$ cat config.mk
export PLATFORM = sky130hd
export DESIGN_NAME = pgrw_seq
export DESIGN_NICKNAME = d
export VERILOG_FILES = /design/src/rtl/pgrw_pkg.sv /design/src/rtl/pgrw_seq.sv
export SDC_FILE = /design/constraint.sdc
export NUM_CORES = 1
export LEC_CHECK = 0
export BUFFER_PORTS_ARGS = -buffer_cell sky130_fd_sc_hd__clkbuf_2
export CAP_MARGIN = 20
export CORE_MARGIN = 2
export CORE_UTILIZATION = 51
export CTS_CLUSTER_DIAMETER = 40
export DETAILED_ROUTE_END_ITERATION = 10
export GPL_TIMING_DRIVEN = 0
export PLACE_DENSITY = 0.72
export SYNTH_ARGS = -nofsm -noshare
export SYNTH_HDL_FRONTEND = slang
export SYNTH_SLANG_ARGS = --single-unit
$ cat constraint.sdc
create_clock -name clk -period 7.5 [get_ports clk]
set_input_delay 1.5 -clock clk [delete_from_list [all_inputs] [get_ports clk]]
set_output_delay 1.5 -clock clk [all_outputs]
set_load 0.01 [all_outputs]
$ cat src/rtl/pgrw_pkg.sv
// Shared types, codes and constants of the planar glyph reveal writer.
package pgrw_pkg;

    // Font and framebuffer geometry
    localparam int unsigned GLYPH_ROWS  = 8;
    localparam int unsigned ROW_BYTES   = 80;
    localparam int unsigned MAP_DEPTH   = 256;
    localparam int unsigned GLYPH_DEPTH = 1024;

    // Request kinds
    localparam logic [1:0] KIND_DRAW  = 2'd0;
    localparam logic [1:0] KIND_MAP   = 2'd1;
    localparam logic [1:0] KIND_GLYPH = 2'd2;

    // Reveal colors
    localparam logic [7:0] COLOR_CURSOR = 8'hff;
    localparam logic [7:0] COLOR_NEXT   = 8'hfe;
    localparam logic [7:0] COLOR_OLDER  = 8'hfd;

    // Input request
    typedef struct packed {
        logic [1:0]  kind;
        logic [9:0]  table_index;
        logic [7:0]  table_data;
        logic [7:0]  character;
        logic [7:0]  char_slot;
        logic [8:0]  x;
        logic [7:0]  y;
        logic [15:0] char_address;
        logic [15:0] reveal_cursor;
    } item_t;

    // One result
    typedef struct packed {
        logic [15:0] write_address;
        logic [1:0]  plane;
        logic [7:0]  pixel_color;
        logic        stop;
        logic        last;
    } result_t;

    // Table write request
    typedef struct packed {
        logic       map_we;
        logic       glyph_we;
        logic [9:0] addr;
        logic [7:0] data;
    } tbl_wr_t;

    // Draw sequencer states
    typedef enum logic [1:0] {
        ST_IDLE,
        ST_MAP,
        ST_FETCH,
        ST_EMIT
    } seq_state_t;

    // Byte offset of a glyph row below the character's top row
    function automatic logic [15:0] row_start_bytes(input logic [2:0] row);
        return 16'(32'(row) * ROW_BYTES);
    endfunction

endpackage

$ cat src/rtl/pgrw_seq.sv
// Draw sequencer: map lookup, glyph row fetch and a framebuffer write for each set glyph bit.
module pgrw_seq
(
    input  logic              clk,
    input  logic              rst_n,
    input  logic              draw_accept,
    input  pgrw_pkg::item_t   item,
    input  logic [15:0]       frame_base,
    output logic              busy,
    output logic [7:0]        map_rd_addr,
    input  logic [7:0]        map_rd_data,
    output logic [9:0]        glyph_rd_addr,
    input  logic [7:0]        glyph_rd_data,
    output logic              result_valid,
    output pgrw_pkg::result_t result
);

    pgrw_pkg::seq_state_t state_reg, state_next;

    logic [2:0]       row_cnt_reg, row_cnt_next;
    logic [6:0]       gidx_reg, gidx_next;
    logic [7:0][7:0]  rows_reg, rows_next;
    logic [63:0]      pend_reg, pend_next;
    logic [5:0]       pos_reg, pos_next;
    logic [15:0]      base_reg, base_next;
    logic [7:0]       color_reg, color_next;
    logic [1:0]       xpl_reg, xpl_next;
    pgrw_pkg::result_t result_reg, result_next;
    logic             result_valid_reg, result_valid_next;

    logic [15:0]      reveal_gap;
    logic             dist_neg;
    logic [7:0][7:0]  rows_cap;
    logic [63:0]      mask;
    logic             emit_last;

    // Reveal distance of the incoming request
    assign reveal_gap = item.reveal_cursor - item.char_address;
    assign dist_neg   = reveal_gap[15];

    // Row capture and write mask; bit order is plane step, row, left/right
    assign rows_cap = {glyph_rd_data, rows_reg[7:1]};

    always_comb
    begin
        logic [5:0] kk;
        logic [1:0] ps;
        logic [2:0] bsel;
        mask = '0;
        for (int k = 0; k < 64; k++)
        begin
            kk   = 6'(k);
            ps   = kk[5:4];
            bsel = kk[0] ? (3'd3 - {1'b0, ps}) : (3'd7 - {1'b0, ps});
            mask[k] = rows_cap[kk[3:1]][bsel];
        end
    end

    assign emit_last = (pend_reg[63:1] == 63'd0);

    // Next state
    always_comb
    begin
        state_next = state_reg;
        case (state_reg)
            pgrw_pkg::ST_IDLE:
            begin
                if (draw_accept && !dist_neg)
                begin
                    state_next = pgrw_pkg::ST_MAP;
                end
            end
            pgrw_pkg::ST_MAP:
            begin
                state_next = map_rd_data[7] ? pgrw_pkg::ST_IDLE : pgrw_pkg::ST_FETCH;
            end
            pgrw_pkg::ST_FETCH:
            begin
                if (row_cnt_reg == 3'd7)
                begin
                    state_next = (mask == 64'd0) ? pgrw_pkg::ST_IDLE : pgrw_pkg::ST_EMIT;
                end
            end
            pgrw_pkg::ST_EMIT:
            begin
                if (pend_reg[0] && emit_last)
                begin
                    state_next = pgrw_pkg::ST_IDLE;
                end
            end
            default:
            begin
                state_next = pgrw_pkg::ST_IDLE;
            end
        endcase
    end

    // Datapath and outputs
    always_comb
    begin
        logic [2:0] pl_sum;
        row_cnt_next      = row_cnt_reg;
        gidx_next         = gidx_reg;
        rows_next         = rows_reg;
        pend_next         = pend_reg;
        pos_next          = pos_reg;
        base_next         = base_reg;
        color_next        = color_reg;
        xpl_next          = xpl_reg;
        result_next       = result_reg;
        result_valid_next = 1'b0;
        glyph_rd_addr     = {gidx_reg, row_cnt_reg + 3'd1};
        pl_sum            = {1'b0, xpl_reg} + {1'b0, pos_reg[5:4]};

        case (state_reg)
            pgrw_pkg::ST_IDLE:
            begin
                if (draw_accept)
                begin
                    base_next = frame_base
                              + 16'(32'(item.y) * pgrw_pkg::ROW_BYTES)
                              + 16'(item.x[8:2])
                              + {7'd0, item.char_slot, 1'b0};
                    xpl_next  = item.x[1:0];
                    case (reveal_gap[7:0])
                        8'd0:    color_next = pgrw_pkg::COLOR_CURSOR;
                        8'd1:    color_next = pgrw_pkg::COLOR_NEXT;
                        default: color_next = pgrw_pkg::COLOR_OLDER;
                    endcase
                    // Not yet revealed: single stop result
                    if (dist_neg)
                    begin
                        result_next       = '{write_address: 16'd0, plane: 2'd0,
                                              pixel_color: 8'd0, stop: 1'b1, last: 1'b1};
                        result_valid_next = 1'b1;
                    end
                end
            end
            pgrw_pkg::ST_MAP:
            begin
                gidx_next     = map_rd_data[6:0];
                glyph_rd_addr = {map_rd_data[6:0], 3'd0};
                row_cnt_next  = 3'd0;
            end
            pgrw_pkg::ST_FETCH:
            begin
                rows_next    = rows_cap;
                row_cnt_next = row_cnt_reg + 3'd1;
                pend_next    = mask;
                pos_next     = 6'd0;
            end
            pgrw_pkg::ST_EMIT:
            begin
                if (pend_reg[0])
                begin
                    result_next.write_address = base_reg + {15'd0, pl_sum[2]}
                                              + pgrw_pkg::row_start_bytes(pos_reg[3:1])
                                              + {15'd0, pos_reg[0]};
                    result_next.plane       = pl_sum[1:0];
                    result_next.pixel_color = color_reg;
                    result_next.stop        = 1'b0;
                    result_next.last        = emit_last;
                    result_valid_next       = 1'b1;
                end
                pend_next = {1'b0, pend_reg[63:1]};
                pos_next  = pos_reg + 6'd1;
            end
            default:
            begin
                result_valid_next = 1'b0;
            end
        endcase
    end

    // Control registers
    always_ff @(posedge clk or negedge rst_n)
    begin
        if (!rst_n)
        begin
            state_reg        <= pgrw_pkg::ST_IDLE;
            result_valid_reg <= 1'b0;
        end
        else
        begin
            state_reg        <= state_next;
            result_valid_reg <= result_valid_next;
        end
    end

    // Payload registers
    always_ff @(posedge clk)
    begin
        row_cnt_reg <= row_cnt_next;
        gidx_reg    <= gidx_next;
        rows_reg    <= rows_next;
        pend_reg    <= pend_next;
        pos_reg     <= pos_next;
        base_reg    <= base_next;
        color_reg   <= color_next;
        xpl_reg     <= xpl_next;
        result_reg  <= result_next;
    end

    assign busy         = (state_reg != pgrw_pkg::ST_IDLE);
    assign map_rd_addr  = item.character;
    assign result_valid = result_valid_reg;
    assign result       = result_reg;

endmodule

==> results of run 1 <==
## cells by family after synthesis
group           after synthesis  synth area share
xor+xnor                     35            0.0320
fa+ha+maj                    92             0.133
compound gates               84            0.0607
simple gates                159            0.0882
mux                          71            0.0833
buf+inv                      76            0.0348
flops                       182             0.568
## final cells by class
cell class	instances	area (um^2)	area share
plain buffers	24	139	0.0123
clock buffers	19	433	0.0383
clock inverters	13	204	0.0181
inverters	52	195	0.0173
multi-input cells	441	3830	0.339
flip-flops and latches	182	5450	0.483
well taps	234	293	0.0259
repair buffers	141	743	0.0658
## critical path, cell delays in order
cell	delay, ns
clkbuf_2	0.10
ha_1	0.30
ha_1	0.24
fa_1	0.41
a21oi_1	0.18
nor2_1	0.05
nor2_1	0.16
o21bai_1	0.09
a21oi_1	0.17
xnor2_1	0.14
ha_1	0.25
ha_1	0.30
ha_1	0.31
inv_1	0.10
o21bai_1	0.19
or2_2	0.14
o31ai_1	0.06
a211o_1	0.27
a211o_1	0.26
## metal layers
| layer | track usage | vias to the layer above | wire (um) |
|---|---|---|---|
| met5 | 0 | - | 0 |
| met4 | 0.0621 | 0 | 280 |
| met3 | 0.0394 | 24 | 897 |
| met2 | 0.306 | 197 | 8820 |
| met1 | 0.265 | 2897 | 8670 |
| li1 | - | 2939 | - |
## report_power, final
part           switching, mW  total [mW]  leakage, nW  internal (mW)
Clock                  0.375       0.966        0.303          0.591
Combinational          0.749        1.32         2.46          0.567
Sequential             0.184        1.77         1.70           1.58
Total                   1.31        4.05         4.46           2.74
## stage by stage
| step | instances | hold slack, ns | util | power [mW] |
|---|---|---|---|---|
| after floorplan | 699 | 0.446 | - | 2.66 |
| after global placement | 1072 | 0.467 | 0.569 | 3.03 |
| final | 1106 | 0.487 | 0.608 | 4.05 |
| after detailed placement | 1074 | 0.471 | 0.573 | 3.09 |
| after global routing | 1106 | 0.496 | 0.608 | 4.28 |
| after CTS | 1106 | 0.487 | 0.608 | 4.06 |
## worst max-delay path by stage
stage                  start      endpoint  slack, ns  cells after the start
CTS                 item[33]  base_reg[15]       2.43                     19
global placement    item[18]    result[13]       1.13                      9
detailed placement  item[33]  base_reg[15]       2.02                     19
global route        item[33]  base_reg[15]       2.19                     18
floorplan           item[33]  base_reg[15]       2.42                     18
finish              item[33]  base_reg[15]       2.43                     19
## cell usage in the layout, fill, tap and decap left out, types with 4 or more instances in the layout
cell,instances
clkbuf_1,13
nand4_1,11
nor4_1,33
o21bai_1,4
edfxtp_1,179
mux2_2,70
inv_1,52
a21o_1,5
ha_1,75
clkbuf_16,17
bufinv_16,5
and2_1,9
fa_1,16
nand3_1,9
clkbuf_2,139
or3_1,4
nor3_1,12
nor2_1,34
buf_4,13
xnor2_1,23
o21ai_0,15
nand2b_1,5
nand2_1,21
nor2b_1,8
o211ai_1,4
xor2_1,12
a21oi_1,28
a211oi_1,6
==> results_dict.tcl, run 1 <==
set metrics [dict create \
    gp_congestion 0.809 \
    via_per_inst 5.48 \
    largest_reg_flops 64 \
    synthFlopType "edfxtp_1" \
    hold_viol_final 0 \
    final_area_um2 11300 \
    grt_pass1_wl_um 29900 \
    postCtsSetupBuffers 0 \
    dp_hpwl_um 13600 \
    r2r_end "result[26]" \
    slew_viol_final 0 \
    cts_tree "built" \
    p_leak_nw 4.46 \
    clock_latency_ns 0.43 \
    clock_path_buffers 2 \
    placed_cell_area_um2 10700 \
    synth.distinct_cells 53 \
    setup_viol 0 \
    overflow 0 \
    area_delta_synth_final_pct 17.7 \
    syn-cell-area_um2 9590 \
    drtIter0Drc 466 \
    dieArea_um2 19900 \
    synthArstFlopShare 0.0165 \
    h-tree-depth 4 \
    rsz0062_at_grt "false" \
    min_path_type "reg -> reg" \
    post_cts_resized 0 \
    layout-drive-gt1-share 0.306 \
    clk_pin_slew_ns 0.07 \
    skew_ns 0.00671 \
    hold-path-cell-count 0 \
    ctsHoldBuffers 0 \
    ys_warn_count 0 \
    die_w_um 141 \
    period_needed_ns 5.07 \
    route.vias.total 6057 \
    cp.arrival_ns 5.24 \
    status "completed" \
    wirelength_um 18700 \
    min_from "mask[55]" \
    end_kind "flop" \
    yosysMostFrequentCell "edfxtp_1" \
    port_buffers 139 \
    grt.total_usage 0.192 \
    cts-root-buf "clkbuf_16" \
    cts.sinks 182 \
    cp_max_fo 7 \
    cts-buffers-inserted 17 \
    min_to "mask[53]" \
    synth-edff-count 179 \
    initial_utilization 0.516 \
    nFillCells 1428 \
    reg2reg_from "pos_reg[4]" \
    cap_viol_max_count 0 \
    max_freq_mhz 197 \
    critical_path_class "in -> reg" \
    antenna_cells 0 \
    die_h_um 141 \
    core_um2 18600 \
    place_ws_ns 2.02 \
    ios 168 \
    fin_setup_tns_ns 0 \
    grt_antenna_before_repair 0 \
    synth_nets 911 \
    reg2reg_slack_ns 4.22 \
    drc_errors 0 \
    ys_seq_area_frac 0.568 \
    cp-start-kind "input port" \
    grt_start_max_net_pins 63 \
    avgSynthCellArea_um2 13.7 \
    r2r.worst_path.cells 12 \
    layout_setup_ws_ns 2.43 \
    finalCritPeriodShare 0.676 \
    nets 1071 \
    maxSlewHeadroom 0.436 \
    ys_top_cells_by_count "edfxtp_1, ha_1, mux2_2, inv_1, nor2_1" \
    synth_top_area_cell "edfxtp_1" \
    tightest_slew_ns 0.847 \
    rows 50 \
    worstPathRequired_ns 7.67 \
    grt_pass1_vias 6038 \
    antenna_left 0 \
    synthCells 699 \
    peakVddDrop_mv 0.174 \
    power_density_nw_per_um2 359 \
    wl_per_cell_um 16.9 \
    dr.pass1.iters 5 \
    synthTopCellsByArea "edfxtp_1, ha_1, mux2_2, fa_1, nor4_1" \
    synth_top_area_share 0.561 \
    synth_seq_cells 182 \
]
(Power assumes the default switching activity.)
==> inputs of run 2 (changes only) <==
Settings changed: ABC_AREA from default to 1, PLACE_DENSITY 0.72 to 0.74.
Clock period 7.5 ns to 4.15 ns, I/O delays scaled along.
==> run 2 against run 1 <==
Sequential cell count stayed put. First-iteration DRC count increased by 12%. Non-clock buffer count rose by 6. Register-to-register slack lost 2.9 ns. Routed wire length rose by 0.51%. Count of clock-buffer cells in the layout shrank 2. Global-route usage down 0.058 points. Total power up 66%.
==> results_dict.tcl, run 2 <==
set metrics [dict create \
    tightest_slew_ns 0.944 \
    rsz0062_at_grt "false" \
    yosysMostFrequentCell "edfxtp_1" \
    cap_viol_max_count 0 \
    synth_seq_cells 182 \
    grt.total_usage 0.191 \
    cts.sinks 182 \
    antenna_cells 0 \
    critPathMaxStageDelay_ns 0.41 \
    maxSlewHeadroom 0.370 \
    grt_pass1_vias 6864 \
    hold_viol_final 0 \
    cp.arrival_ns 4.01 \
    regArea_um2 5450 \
    end_kind "flop" \
    synthArstFlopShare 0.0165 \
    synth_top_area_share 0.543 \
    grt_antenna_before_repair 0 \
    period_needed_ns 3.82 \
    reg2reg_slack_ns 1.27 \
    synthFlopType "edfxtp_1" \
    reg2reg_from "state_reg[0]" \
    drtIter0Drc 521 \
    dp_hpwl_um 14100 \
    mostFrequentLayoutCell "edfxtp_1" \
    initial_utilization 0.524 \
    avgSynthCellArea_um2 10.3 \
    holdWs_ns 0.204 \
    cp_max_fo 6 \
    grt_start_max_net_pins 71 \
    ctsHoldBuffers 0 \
    synth-edff-count 179 \
    die_h_um 143 \
    layout-drive-gt1-share 0.196 \
    syn-cell-area_um2 9900 \
    antenna_left 0 \
    largest_reg_flops 64 \
    rows 50 \
    r2r.worst_path.cells 6 \
    port_buffers 139 \
    fin_setup_tns_ns 0 \
    synthCells 957 \
    min_path_type "in -> async" \
    power_density_nw_per_um2 583 \
    drc_errors 0 \
    ys_warn_count 0 \
    critPathBufInv 1 \
    crit_path_top_delay_cell "fa_1" \
    slew_viol_final 0 \
    path_common_cell "ha_1" \
    multi_input_area_um2 3730 \
    synth_top_area_cell "edfxtp_1" \
    p_leak_nw 5.07 \
    wirelength_um 18800 \
    worstPathRequired_ns 4.34 \
    gp_congestion 0.865 \
    setup_viol 0 \
    wl_per_cell_um 13.5 \
    dr.pass1.iters 5 \
    clock_path_buffers 2 \
    max_freq_mhz 262 \
    die_w_um 143 \
    grt_pass1_wl_um 30900 \
    via_per_inst 5.00 \
    nFillCells 1584 \
    synth.distinct_cells 44 \
    path_delay_family "adder cells" \
    dpl.cell_count 1357 \
    area_delta_synth_final_pct 16.7 \
    clk_pin_slew_ns 0.07 \
    cp-start-kind "input port" \
    route.vias.total 6951 \
    cts-root-buf "clkbuf_16" \
    r2r_end "result[8]" \
    synthTopCellsByArea "edfxtp_1, ha_1, nand2_1, inv_1, o21ai_0" \
    core_um2 18900 \
    most-common-layout-cells "edfxtp_1, nand2_1, inv_1" \
    ys_top_cells_by_count "edfxtp_1, nand2_1, inv_1, nor2_1, o21ai_0" \
    status "completed" \
    critical_path_class "in -> reg" \
    ios 168 \
    finalCritPeriodShare 0.921 \
    cts-buffers-inserted 17 \
    overflow 0 \
    peakVddDrop_mv 0.245 \
    h-tree-depth 4 \
    nets 1328 \
    cp_cell_sequence "clkbuf_2, ha_1, ha_1, fa_1, nand3_1, nand2_1, nand2_1, nand2_1, a21oi_1, xor2_1, ha_1, ha_1, ha_1, nand2_1, nor2_1, a211oi_1, o21ai_0, xor2_1" \
    layout.cells.non_filler 1389 \
    skew_ns 0.0239 \
    clock_latency_ns 0.44 \
    cts_tree "built" \
    ys_seq_area_frac 0.550 \
    synth_nets 1169 \
    dieArea_um2 20500 \
]
[run 2: changes by cell type in the layout (fill, tap and decap cells not counted), sizes merged, moves of 10 or more]
cell,before,now
nor2,34,92
a21oi,28,44
xnor2,23,9
o21ai,15,80
nand4,11,21
inv,53,157
nand2,22,180
nor4,33,1
mux2,70,7
nand3,9,21
[run 2: cells by family after synthesis]
family	count (synthesis)	share of synthesized area
simple gates	328	0.142
buf+inv	186	0.0761
flops	182	0.550
compound gates	140	0.0759
fa+ha+maj	92	0.128
xor+xnor	22	0.0195
mux	7	0.00796
[run 2: worst reg2reg max path, delay by kind of cell, from the launching register on]
| family | cells | cell delay, ns |
|---|---|---|
| simple gates | 2 | 0.38 |
| fa+ha+maj | 1 | 0.24 |
| flops | 1 | 0.42 |
| buf+inv | 2 | 0.70 |
| compound gates | 1 | 0.77 |
[run 2: metal layers]
layer,global-route usage,vias up,part of all wire
met5,0,-,0
met4,0.0604,0,0.017
met3,0.0380,21,0.049
met2,0.331,201,0.49
met1,0.243,3216,0.44
li1,-,3513,-
[run 2: cell type report]
class / instances / share of cell area
Inverter: 155 / 0.0504
Buffer: 31 / 0.0148
Multi-Input combinational cell: 589 / 0.323
Clock inverter: 15 / 0.0134
Clock buffer: 17 / 0.0368
Sequential cell: 182 / 0.472
Tap cell: 260 / 0.0282
Timing Repair Buffer: 140 / 0.0620
[run 2: timing repair]
action / CTS / global route
setup endpoints to repair: 0 / 1
resized for setup: 0 / 2
buffers inserted: 0 / 0
[run 2: how the worst max path moves through the flow]
stage / depth (start not counted) / start / end
after floorplan: 4 / state_reg[0] / pend_reg[0]
after global placement: 4 / state_reg[0] / pend_reg[31]
after detailed placement: 19 / item[33] / base_reg[15]
after CTS: 19 / item[33] / base_reg[15]
after global routing: 18 / item[33] / base_reg[14]
final: 18 / item[33] / base_reg[14]
[run 2: through the flow]
step / util / area (um^2) / setup WS [ns] / power [mW]
2_1_floorplan: - / 9900 / 0.00402 / 4.53
3_3_place_gp: 0.578 / 10900 / -1.49 / 5.14
3_5_place_dp: 0.580 / 11000 / -0.186 / 5.19
4_1_cts: 0.611 / 11500 / 0.271 / 6.77
5_1_grt: 0.611 / 11600 / 0.0258 / 7.20
6_report: 0.611 / 11600 / 0.326 / 6.74
[run 2: where the power goes]
group	leakage, nW	switching, mW	total, mW	internal [mW]
registers	1.70	0.244	3.01	2.76
clock network	0.259	0.695	1.58	0.886
logic	3.11	1.38	2.15	0.769
total	5.07	2.32	6.74	4.42
